## src/design/idea_pkg.sv

```systemverilog
// Shared types, constants and arithmetic for the IDEA encryption pipeline.
// Used by every design module; depends on nothing else.
`default_nettype none

package idea_pkg;

  localparam int unsigned ROUNDS    = 8;
  localparam int unsigned KEY_ROT   = 25;
  localparam int unsigned IDX_WIDTH = 2;

  localparam logic [IDX_WIDTH-1:0] REG_KEY_HIGH = 2'd0;
  localparam logic [IDX_WIDTH-1:0] REG_KEY_LOW  = 2'd1;

  typedef struct packed {
    logic [15:0] w0;
    logic [15:0] w1;
    logic [15:0] w2;
    logic [15:0] w3;
  } block_t;

  typedef logic [5:0][15:0] sk6_t;
  typedef logic [3:0][15:0] sk4_t;

  // Multiply modulo 65537, a zero word standing for 65536.
  function automatic logic [15:0] mul_mod(input logic [15:0] a, input logic [15:0] b);
    logic [31:0] p;
    logic [15:0] lo;
    logic [15:0] hi;
    logic [15:0] res;
    p  = {16'd0, a} * {16'd0, b};
    lo = p[15:0];
    hi = p[31:16];
    if (a == 16'd0) begin
      res = 16'd1 - b;
    end else if (b == 16'd0) begin
      res = 16'd1 - a;
    end else begin
      res = lo - hi + {15'd0, (lo < hi)};
    end
    return res;
  endfunction

  // Subkey n: word (n mod 8) of the key rotated left by 25 * (n / 8).
  // Called with constant n only, so it reduces to wiring.
  function automatic logic [15:0] subkey(input logic [127:0] key, input int unsigned n);
    logic [255:0] dbl;
    int unsigned  rot;
    int unsigned  pos;
    dbl = {key, key};
    rot = ((n >> 3) * KEY_ROT) & 32'd127;
    pos = 32'd255 - rot - 32'd16 * (n & 32'd7);
    return dbl[pos -: 16];
  endfunction

endpackage

`default_nettype wire

```

## src/design/idea_out.sv

```systemverilog
// IDEA output transform: the closing half-round, one register stage.
// Depends on idea_pkg; its register is the block's result register.
`default_nettype none

module idea_out (
  input  wire logic            clk,
  input  wire logic            rst,
  input  wire logic            up_valid,
  output logic                 up_ready,
  input  wire idea_pkg::block_t up_blk,
  output logic                 dn_valid,
  input  wire logic            dn_ready,
  output idea_pkg::block_t     dn_blk,
  input  wire idea_pkg::sk4_t  subkeys
);

  logic             v;
  idea_pkg::block_t blk_next;

  assign up_ready = !v || dn_ready;
  assign dn_valid = v;

  // output key mixing; the middle words swap back
  always_comb begin
    blk_next.w0 = idea_pkg::mul_mod(up_blk.w0, subkeys[0]);
    blk_next.w1 = up_blk.w2 + subkeys[1];
    blk_next.w2 = up_blk.w1 + subkeys[2];
    blk_next.w3 = idea_pkg::mul_mod(up_blk.w3, subkeys[3]);
  end

  always_ff @(posedge clk) begin
    if (rst) begin
      v <= 1'b0;
    end else if (up_ready) begin
      v <= up_valid;
    end
  end

  always_ff @(posedge clk) begin
    if (up_ready) dn_blk <= blk_next;
  end

endmodule

`default_nettype wire

```

## config.mk

```make
export PLATFORM = sky130hd
export DESIGN_NAME = idea_out
export DESIGN_NICKNAME = d
export VERILOG_FILES = /design/src/design/idea_pkg.sv /design/src/design/idea_out.sv
export SDC_FILE = /design/constraint.sdc
export NUM_CORES = 2
export LEC_CHECK = 0
export ABC_AREA = 1
export BUFFER_PORTS_ARGS = -buffer_cell sky130_fd_sc_hd__clkbuf_2
export CAP_MARGIN = 20
export CORE_ASPECT_RATIO = 1.25
export CORE_UTILIZATION = 35
export CTS_CLUSTER_SIZE = 8
export DETAILED_ROUTE_END_ITERATION = 7
export PLACE_DENSITY = 0.6
export SLEW_MARGIN = 20
export SYNTH_ARGS = -nofsm -noshare
export SYNTH_HDL_FRONTEND = slang
export SYNTH_SLANG_ARGS = --single-unit
```

## constraint.sdc

```tcl
create_clock -name clk -period 18.2 [get_ports clk]
set_clock_uncertainty 0.1 [all_clocks]
set_input_delay 0.91 -clock clk [delete_from_list [all_inputs] [get_ports clk]]
set_output_delay 0.91 -clock clk [all_outputs]
set_load 0.05 [all_outputs]
```

==> results.toml <==
[run_status]
status = "complete, no violations"

[grt]
grt_pass1_vias = 22100
grt_use_total_pct = 20.7
grt_max_degree = 48
antenna_found_initial = 4
grt_first_pass_wirelength_mm = 117
overflow = 0

[worst_setup_path]
startpoint_type = "input pin"
cp-startpoint = "up_blk[58]"
cpPeakStageDelay_ns = 0.57
cp.arrival_ns = 9.64
reg2reg_from = "dn_valid$_SDFFE_PP0P_"
crit_required_ns = 18.23
worst_setup_path_end_kind = "register"
critical_path.max_fanout = 19
criticalPathCategory = "input pin to register"
cpMaxStageDelayCell = "fa_1"
crit_top_cell = "fa_1"

[finish]
drive_gt1_share_pct = 7.31
most-common-layout-cells = "894 x inv_1, 820 x nand2_1, 406 x fa_1"
antenna_cells = 0
final_common_cell = "inv_1"
stdcell_count = 4376
syn2layout_area_growth_pct = 7.55
finalNetCount = 4270

[logic_synthesis]
synth_nets = 4198
synthXorXnorAreaFrac_pct = 4.41
synthCells = 3356
synth_cell_types = 50
synth_top_family_by_area = "adder cells"
post_synth.cell_area_avg_sq_um = 7.51
synth-adder-area-share_pct = 47.3
ys_seq_elements = 65
netlist_area_sq_um = 25200
yosysSeqAreaShare_pct = 7.70
synth-edff-count = 64
synthMuxAreaShare_pct = 0
synthSimpleGateAreaFrac_pct = 17.9
yosys_warnings = 0
ys.flop_type = "edfxtp_1"
synthArstFlopShare_pct = 0
synth-compound-area-share_pct = 6.79

[placement]
numPortBuffers = 197
gp_congestion = 0.955
dp_hpwl_mm = 61.4
numPlacedInstances = 4360
pre_cts_ws_ns = 8.26

[min_path]
hp-class = "input pin to register"
worstHoldStart = "rst"

[sta]
max_freq_ghz = 0.104
holdWs_ns = 0.561
fin_ws_ns = 8.59
tns_ns = 0
setup_viol = 0
hold_viol = 0
relSlewSlack_pct = 47.5
rsz0062_at_grt = "false"
period_needed_ns = 9.61
tightest_slew_ns = 0.785
period_share_pct = 52.8
drv_slew = 0

[drt]
vias = 21100
drt_iter0_markers = 1017
drc = 0
ant_nets = 0
routed_via_density = 4.81
drt_pass1_iterations = 5
routed_wl_mm = 74.8
wl_per_cell_um = 17.1

[clock_tree]
cts.sinks = 65
cts_setup_buffers = 0
cts_tree = "done"
clk_latency_ns = 0.39
hold_buffers = 0
clk_pin_slew_ns = 0.08
cts_buffer_depth = 2
clockRootBuffer = "clkbuf_16"
ctsHtreeMaxLevel = 3
cts_resized = 0
cts_buffers = 9

[die]
rows = 109
dieArea_sq_um = 73100
core_sq_um = 70900
ios = 198
chipHeight_um = 302
die_w_um = 242
start_util_pct = 35.5

[job]
maxCapViolations = 0
[routing by layer]
metal / part of all wire (%) / up-vias / GRT usage (%) / routed length, um
met5: 0.067 / - / 0 / 50
li1: - / 10100 / - / -
met2: 53 / 549 / 39.5 / 39600
met1: 38 / 10200 / 22.8 / 28600
met3: 4.2 / 149 / 2.22 / 3170
met4: 4.4 / 8 / 9.87 / 3320
[registers in the layout, summed over array words and instances, names as in the netlist]
register	count
dn_blk	64
dn_valid	1
[area by class of cell]
type / count / area (sq um)
well taps: 943 / 1180
clock buffers: 9 / 225
repair buffers: 199 / 1000
clock inverters: 7 / 100
fillers: 7525 / 43800
inverters: 901 / 3380
flip-flops and latches: 65 / 1940
multi-input cells: 2252 / 19300
[stage by stage]
| stage | utilization (%) | area [sq um] |
|---|---|---|
| floorplan | - | 25200 |
| global placement | 37.8 | 26800 |
| detailed placement | 37.8 | 26800 |
| CTS | 38.2 | 27100 |
| global route | 38.2 | 27100 |
| finish | 38.2 | 27100 |
[critical path: cells and delay by family]
kind / cells / cell delay [ns]
xor+xnor: 1 / 0.09
buf+inv: 5 / 0.67
simple gates: 6 / 0.60
compound gates: 12 / 2.34
fa+ha+maj: 12 / 4.98
[Yosys cell counts (2+ instances only)]
| cell | count | area share [%] |
|---|---|---|
| o21a_1 | 4 | 0.12 |
| nor2_4 | 4 | 0.18 |
| inv_1 | 894 | 13 |
| nand2_1 | 821 | 12 |
| nand3_1 | 68 | 1.4 |
| nor3_1 | 27 | 0.54 |
| o21ai_1 | 12 | 0.24 |
| a211oi_1 | 7 | 0.21 |
| inv_2 | 7 | 0.10 |
| xor2_1 | 81 | 2.8 |
| o21ai_0 | 85 | 1.7 |
| a31oi_1 | 10 | 0.25 |
| o211ai_1 | 8 | 0.24 |
| xnor2_1 | 46 | 1.6 |
| fa_1 | 406 | 32 |
| ha_1 | 304 | 15 |
| nor3_4 | 2 | 0.13 |
| nand4_1 | 17 | 0.42 |
| and2_1 | 4 | 0.099 |
| a21boi_0 | 6 | 0.18 |
| nor4_1 | 4 | 0.099 |
| nor2_1 | 124 | 1.8 |
| a21o_1 | 7 | 0.21 |
| nor2_2 | 5 | 0.12 |
| a21oi_1 | 139 | 2.8 |
| o31ai_1 | 5 | 0.15 |
| nor3b_1 | 2 | 0.060 |
| nand3b_1 | 10 | 0.30 |
| edfxtp_1 | 64 | 7.6 |
| nand3_2 | 2 | 0.079 |
| buf_4 | 4 | 0.12 |
| buf_1 | 28 | 0.42 |
| a221oi_1 | 4 | 0.14 |
| buf_2 | 19 | 0.38 |
| o21bai_1 | 15 | 0.45 |
| clkbuf_1 | 80 | 1.2 |
| nand2_2 | 6 | 0.15 |
| or2_2 | 7 | 0.17 |
| buf_6 | 7 | 0.31 |
[final timing paths]
| path | to | slack (ns) | depth (start not counted) |
|---|---|---|---|
| max | dn_blk[58]$_DFFE_PP_ | 8.59 | 36 |
| min reg2reg | dn_valid$_SDFFE_PP0P_ | 0.71 | 2 |
| min | dn_valid$_SDFFE_PP0P_ | 0.56 | 2 |
| max reg2reg | dn_blk[48]$_DFFE_PP_ | 16.38 | 2 |
[cells by family (layout without fill, tap and decap cells)]
group	Yosys count	after routing
AND/OR/NAND/NOR	1108	1108
buffers and inverters	1039	1116
adder cells (fa/ha/maj)	710	710
AO/OA/AOI/OAI	307	307
XOR/XNOR	127	127
flip-flops	65	65
Power is left out: the tool's default activity adds up to more than one toggle a clock period on the data nets, which glitch-free logic cannot reach.
