**config.mk**
```make
export PLATFORM = sky130hd
export DESIGN_NAME = idea_round
export DESIGN_NICKNAME = d
export VERILOG_FILES = /design/src/design/idea_pkg.sv /design/src/design/idea_round.sv
export SDC_FILE = /design/constraint.sdc
export NUM_CORES = 2
export LEC_CHECK = 0
export ABC_CLOCK_PERIOD_IN_PS = 39100
export BUFFER_PORTS_ARGS = -buffer_cell sky130_fd_sc_hd__buf_2
export CAP_MARGIN = 20
export CORE_ASPECT_RATIO = 0.7
export CORE_UTILIZATION = 60
export CTS_BUF_LIST = sky130_fd_sc_hd__clkbuf_4 sky130_fd_sc_hd__clkbuf_8
export DETAILED_ROUTE_END_ITERATION = 16
export GPL_TIMING_DRIVEN = 0
export PLACE_DENSITY = 0.87
export SYNTH_ARGS = -nofsm -noshare
export SYNTH_HDL_FRONTEND = slang
export SYNTH_SLANG_ARGS = --single-unit
```
**constraint.sdc**
```tcl
create_clock -name clk -period 39.1 [get_ports clk]
set_input_delay 5.865 -clock clk [delete_from_list [all_inputs] [get_ports clk]]
set_output_delay 5.865 -clock clk [all_outputs]
set_load 0.02 [all_outputs]
```
**src/design/idea_pkg.sv**
```systemverilog
// Shared types, constants and arithmetic for the IDEA encryption pipeline.
// Used by every design module; depends on nothing else.
`default_nettype none

package idea_pkg;

  localparam int unsigned ROUNDS    = 8;
  localparam int unsigned KEY_ROT   = 25;
  localparam int unsigned IDX_WIDTH = 2;

  localparam logic [IDX_WIDTH-1:0] REG_KEY_HIGH = 2'd0;
  localparam logic [IDX_WIDTH-1:0] REG_KEY_LOW  = 2'd1;

  typedef struct packed {
    logic [15:0] w0;
    logic [15:0] w1;
    logic [15:0] w2;
    logic [15:0] w3;
  } block_t;

  typedef logic [5:0][15:0] sk6_t;
  typedef logic [3:0][15:0] sk4_t;

  // Multiply modulo 65537, a zero word standing for 65536.
  function automatic logic [15:0] mul_mod(input logic [15:0] a, input logic [15:0] b);
    logic [31:0] p;
    logic [15:0] lo;
    logic [15:0] hi;
    logic [15:0] res;
    p  = {16'd0, a} * {16'd0, b};
    lo = p[15:0];
    hi = p[31:16];
    if (a == 16'd0) begin
      res = 16'd1 - b;
    end else if (b == 16'd0) begin
      res = 16'd1 - a;
    end else begin
      res = lo - hi + {15'd0, (lo < hi)};
    end
    return res;
  endfunction

  // Subkey n: word (n mod 8) of the key rotated left by 25 * (n / 8).
  // Called with constant n only, so it reduces to wiring.
  function automatic logic [15:0] subkey(input logic [127:0] key, input int unsigned n);
    logic [255:0] dbl;
    int unsigned  rot;
    int unsigned  pos;
    dbl = {key, key};
    rot = ((n >> 3) * KEY_ROT) & 32'd127;
    pos = 32'd255 - rot - 32'd16 * (n & 32'd7);
    return dbl[pos -: 16];
  endfunction

endpackage

`default_nettype wire

```
**src/design/idea_round.sv**
```systemverilog
// One full IDEA round as three register stages with their own handshake.
// Depends on idea_pkg for the block type and modular multiply.
`default_nettype none

module idea_round (
  input  wire logic            clk,
  input  wire logic            rst,
  input  wire logic            up_valid,
  output logic                 up_ready,
  input  wire idea_pkg::block_t up_blk,
  output logic                 dn_valid,
  input  wire logic            dn_ready,
  output idea_pkg::block_t     dn_blk,
  input  wire idea_pkg::sk6_t  subkeys
);

  logic v1, v2, v3;
  logic rdy1, rdy2, rdy3;

  idea_pkg::block_t s1, s1_next;
  idea_pkg::block_t s2;
  logic [15:0]      s2_t0, s2_t0_next;
  idea_pkg::block_t s3_next;
  logic [15:0]      t1, t0s;

  assign rdy3     = !v3 || dn_ready;
  assign rdy2     = !v2 || rdy3;
  assign rdy1     = !v1 || rdy2;
  assign up_ready = rdy1;
  assign dn_valid = v3;

  // stage 1: key mixing of the four words
  always_comb begin
    s1_next.w0 = idea_pkg::mul_mod(up_blk.w0, subkeys[0]);
    s1_next.w1 = up_blk.w1 + subkeys[1];
    s1_next.w2 = up_blk.w2 + subkeys[2];
    s1_next.w3 = idea_pkg::mul_mod(up_blk.w3, subkeys[3]);
  end

  // stage 2: first multiply of the MA structure
  assign s2_t0_next = idea_pkg::mul_mod(s1.w0 ^ s1.w2, subkeys[4]);

  // stage 3: second multiply and output swap
  always_comb begin
    t1         = idea_pkg::mul_mod(s2_t0 + (s2.w1 ^ s2.w3), subkeys[5]);
    t0s        = s2_t0 + t1;
    s3_next.w0 = s2.w0 ^ t1;
    s3_next.w1 = s2.w2 ^ t1;
    s3_next.w2 = s2.w1 ^ t0s;
    s3_next.w3 = s2.w3 ^ t0s;
  end

  always_ff @(posedge clk) begin
    if (rst) begin
      v1 <= 1'b0;
      v2 <= 1'b0;
      v3 <= 1'b0;
    end else begin
      if (rdy1) v1 <= up_valid;
      if (rdy2) v2 <= v1;
      if (rdy3) v3 <= v2;
    end
  end

  always_ff @(posedge clk) begin
    if (rdy1) s1 <= s1_next;
    if (rdy2) begin
      s2    <= s1;
      s2_t0 <= s2_t0_next;
    end
    if (rdy3) dn_blk <= s3_next;
  end

endmodule

`default_nettype wire

```
==> summary.txt <==
Status
  • Status: completed

Synthesis
  • Post-synth top flop: edfxtp_1
  • Synthesized Nets: 7267
  • Flops & latches, synth: 211
  • Mapped Area: 51000 um^2
  • Synth Warn #: 0
  • Avg Cell Area, Syn: 8.97 um^2
  • Yosys cell types: 80
  • Seq/Total Area, Yosys: 12.4%
  • Number of synthesized flops with an enable pin: 208
  • Cells after Synth: 5681
  • Ys async rst share: 0%

Worst hold path
  • Hold Crit Class: register to register
  • Min-Delay Path Depth: 0
  • Min-delay src: s1[12]
  • Hold Path Sink: s2[12]

GRT
  • Gr busiest metal: met2
  • Met3 Use GR: 11.7%
  • Largest net degree at the start of global routing: 61
  • Vias in the first global route: 43100
  • GR Util All Layers: 36.1%
  • Total gr overflow: 0
  • First-pass GRT wire length: 237000 um
  • GR Util met1: 50.2%
  • Met2 GRT Util: 52.1%
  • Initial antenna violation count: 9

Detailed routing
  • Via density: 5.90
  • Initial DRC Count: 4666
  • Post-Route WL: 152000 um
  • Via Count: 41800
  • Wire length per cell: 21.6 um
  • TritonRoute pass-1 iters: 8
  • Number of nets still failing antenna checks after routing: 0
  • Drt drc: 0

CTS
  • Post-cts sizing count: 0
  • CTS tree: done
  • Clock sinks: 211
  • Clock slew at reported path FFs: 0.07 ns
  • Num CTS Buffers: 31
  • Root buffer cell: clkbuf_8
  • Clock insertion delay at the later pin of the skew report: 0.67 ns
  • Count of hold buffers inserted by post-cts repair: 0
  • Postcts setup bufs: 0
  • CTS H-tree depth: 1
  • CTS Buffer Depth: 3

Cells and area
  • # nets final: 7496
  • Layout cell share with drive strength beyond 1: 5.16%
  • Finished Core Util: 64.3%
  • Area Overhead vs Synth: 6.26%

Timing
  • Final Critical Period: 18.73 ns
  • Final Hold Violating Endpoints: 0
  • Worst slew margin: 20.6%
  • Max-slew violation count: 0
  • Fin Setup TNS: 0 ns
  • F_max: 0.0534 GHz
  • Worst-Margin Slew: 1.18 ns
  • Worst clock skew: 0.0410 ns
  • Final Cycle Share: 47.9%
  • RSZ-0062 raised after global routing: no
  • Final setup vio count: 0

Critical path
  • Delay-heaviest family, CP: adder cells
  • Reg-to-reg endpoint: dn_blk[14]
  • Worst path bufs/invs: 10
  • Worst endpoint data arrival time: 19.15 ns
  • WS Path Type: primary input to register
  • Worst path slowest cell: clkbuf_1
  • Worst EP required: 39.52 ns
  • Crit start category: primary input
  • Reg2Reg Setup Slack: 22.83 ns
  • Largest stage delay on the critical path: 0.56 ns
  • Worst setup EP type: register
  • Critical Path Fanout Max: 10
  • Worst r2r src: s2[32]
  • Path depth of the worst reg2reg path: 60

Die
  • Starting Density: 60.5%
  • CORE AREA: 84200 um^2
  • Die width: 350 um
  • Top Ports: 230
  • Die Ht: 246 um
  • Die Area: 86100 um^2
  • Cell Rows: 89

Placement
  • Routability cong.: 1.05
  • HPWL after detailed placement: 127000 um
  • Port-buffer cells: 179

Run
  • Max-Cap Viols: 0
[cell families (layout without fill, tap and decap cells)]
group           after synthesis  count (layout)  share of synthesized area (%)
mux                          10              10                          0.199
buf+inv                    1339            1590                           9.92
other cells                   0               4                              0
flops                       211             211                           12.4
compound gates              627             627                           8.03
xor+xnor                    416             416                           7.15
simple gates               1656            1656                           15.5
fa+ha+maj                  1422            1422                           46.9
[state kept, by name, summed over array words and instances (netlist names)]
signal	count
s2_t0	16
dn_blk	64
dn_valid	1
s2	64
s1	64
v1	1
v2	1
[cells in the final DEF (no fill, tap or decap), types with 13 or more instances in the layout]
master and n:
a211oi_1 30, a21o_1 71, a21oi_1 182, a31oi_1 27, and2_1 382, and3_1 24
buf_1 26, buf_2 182, clkbuf_1 217, clkbuf_8 31, edfxtp_1 208, fa_1 812
ha_1 610, inv_1 1088, nand2_1 778, nand2b_1 30, nand3_1 41, nand4_1 21
nor2_1 183, nor2b_1 27, nor3_1 77, nor4_1 21, o211ai_1 24, o21a_1 21
o21ai_0 125, o21bai_1 32, or3_1 22, or4_1 13, xnor2_1 210, xor2_1 204
[per-stage QoR]
step / cell area, um^2 / cells / setup WS (ns) / hold slack (ns)
detailed placement: 53500 / 7011 / 20.10 / 0.405
floorplan: 51000 / 5681 / 22.49 / 0.400
CTS: 54100 / 7066 / 20.65 / 0.400
global route: 54200 / 7072 / 19.73 / 0.423
global placement: 53300 / 6997 / 20.38 / 0.401
finish: 54200 / 7073 / 20.37 / 0.404
[final cells by class]
cell class / instances / area, um^2
Multi-Input combinational cell: 4131 / 39600
Buffer: 249 / 963
Clock inverter: 18 / 151
Sequential cell: 211 / 6310
Tap cell: 1137 / 1420
Antenna cell: 4 / 10.0
Fill cell: 6880 / 30000
Inverter: 1090 / 4100
Timing Repair Buffer: 196 / 1100
Clock buffer: 37 / 472
[synth_stat cells, types with 4 or more instances]
master | count | share of area [%]
nor3_1 | 77 | 0.76
a22oi_1 | 5 | 0.074
edfxtp_1 | 208 | 12
o211ai_1 | 24 | 0.35
nand2_1 | 779 | 5.7
and2_1 | 382 | 4.7
nand4_1 | 21 | 0.26
and4_1 | 4 | 0.069
mux2i_1 | 9 | 0.18
xor2_1 | 206 | 3.5
a21boi_0 | 4 | 0.059
a221oi_1 | 5 | 0.086
and3_1 | 24 | 0.29
nand2b_1 | 30 | 0.37
a31o_2 | 10 | 0.17
nor4_1 | 22 | 0.27
ha_1 | 610 | 15
nor2b_1 | 27 | 0.33
buf_1 | 26 | 0.19
o21ai_2 | 6 | 0.10
xnor2_1 | 210 | 3.6
o21ai_0 | 125 | 1.2
o41ai_1 | 10 | 0.17
a311oi_1 | 9 | 0.15
o21a_1 | 21 | 0.31
a21oi_1 | 182 | 1.8
o21bai_1 | 32 | 0.47
clkbuf_1 | 217 | 1.6
or3_1 | 22 | 0.27
a21o_1 | 71 | 1.0
fa_1 | 812 | 32
o31a_1 | 4 | 0.069
nand3_1 | 41 | 0.40
nand3b_1 | 8 | 0.12
inv_1 | 1090 | 8.0
or4_1 | 13 | 0.19
a21oi_2 | 6 | 0.10
a2111oi_0 | 7 | 0.12
o31ai_1 | 8 | 0.12
a211o_1 | 6 | 0.10
or2_2 | 10 | 0.12
a211oi_1 | 30 | 0.44
nor2_1 | 183 | 1.3
a41oi_1 | 4 | 0.069
a31oi_1 | 27 | 0.33
[how the worst max path moves through the flow]
stage,start,end,slack [ns],cells past startpoint
floorplan,subkeys[81],dn_blk[31],22.49,53
global placement,subkeys[83],dn_blk[14],20.38,51
detailed placement,subkeys[81],dn_blk[14],20.10,50
CTS,subkeys[81],dn_blk[14],20.65,50
global route,subkeys[83],dn_blk[14],19.73,51
finish,subkeys[83],dn_blk[14],20.37,51
[per-layer routing]
| metal | wire length (um) | vias up | part of all wire (%) |
|---|---|---|---|
| met5 | 35 | - | 0.023 |
| met4 | 7420 | 6 | 4.9 |
| met3 | 22400 | 445 | 15 |
| met2 | 62300 | 2598 | 41 |
| met1 | 60300 | 20400 | 40 |
| li1 | - | 18300 | - |
Power is not shown: default switching activity piles up to over one toggle a cycle in this logic, so the estimate is an artifact.
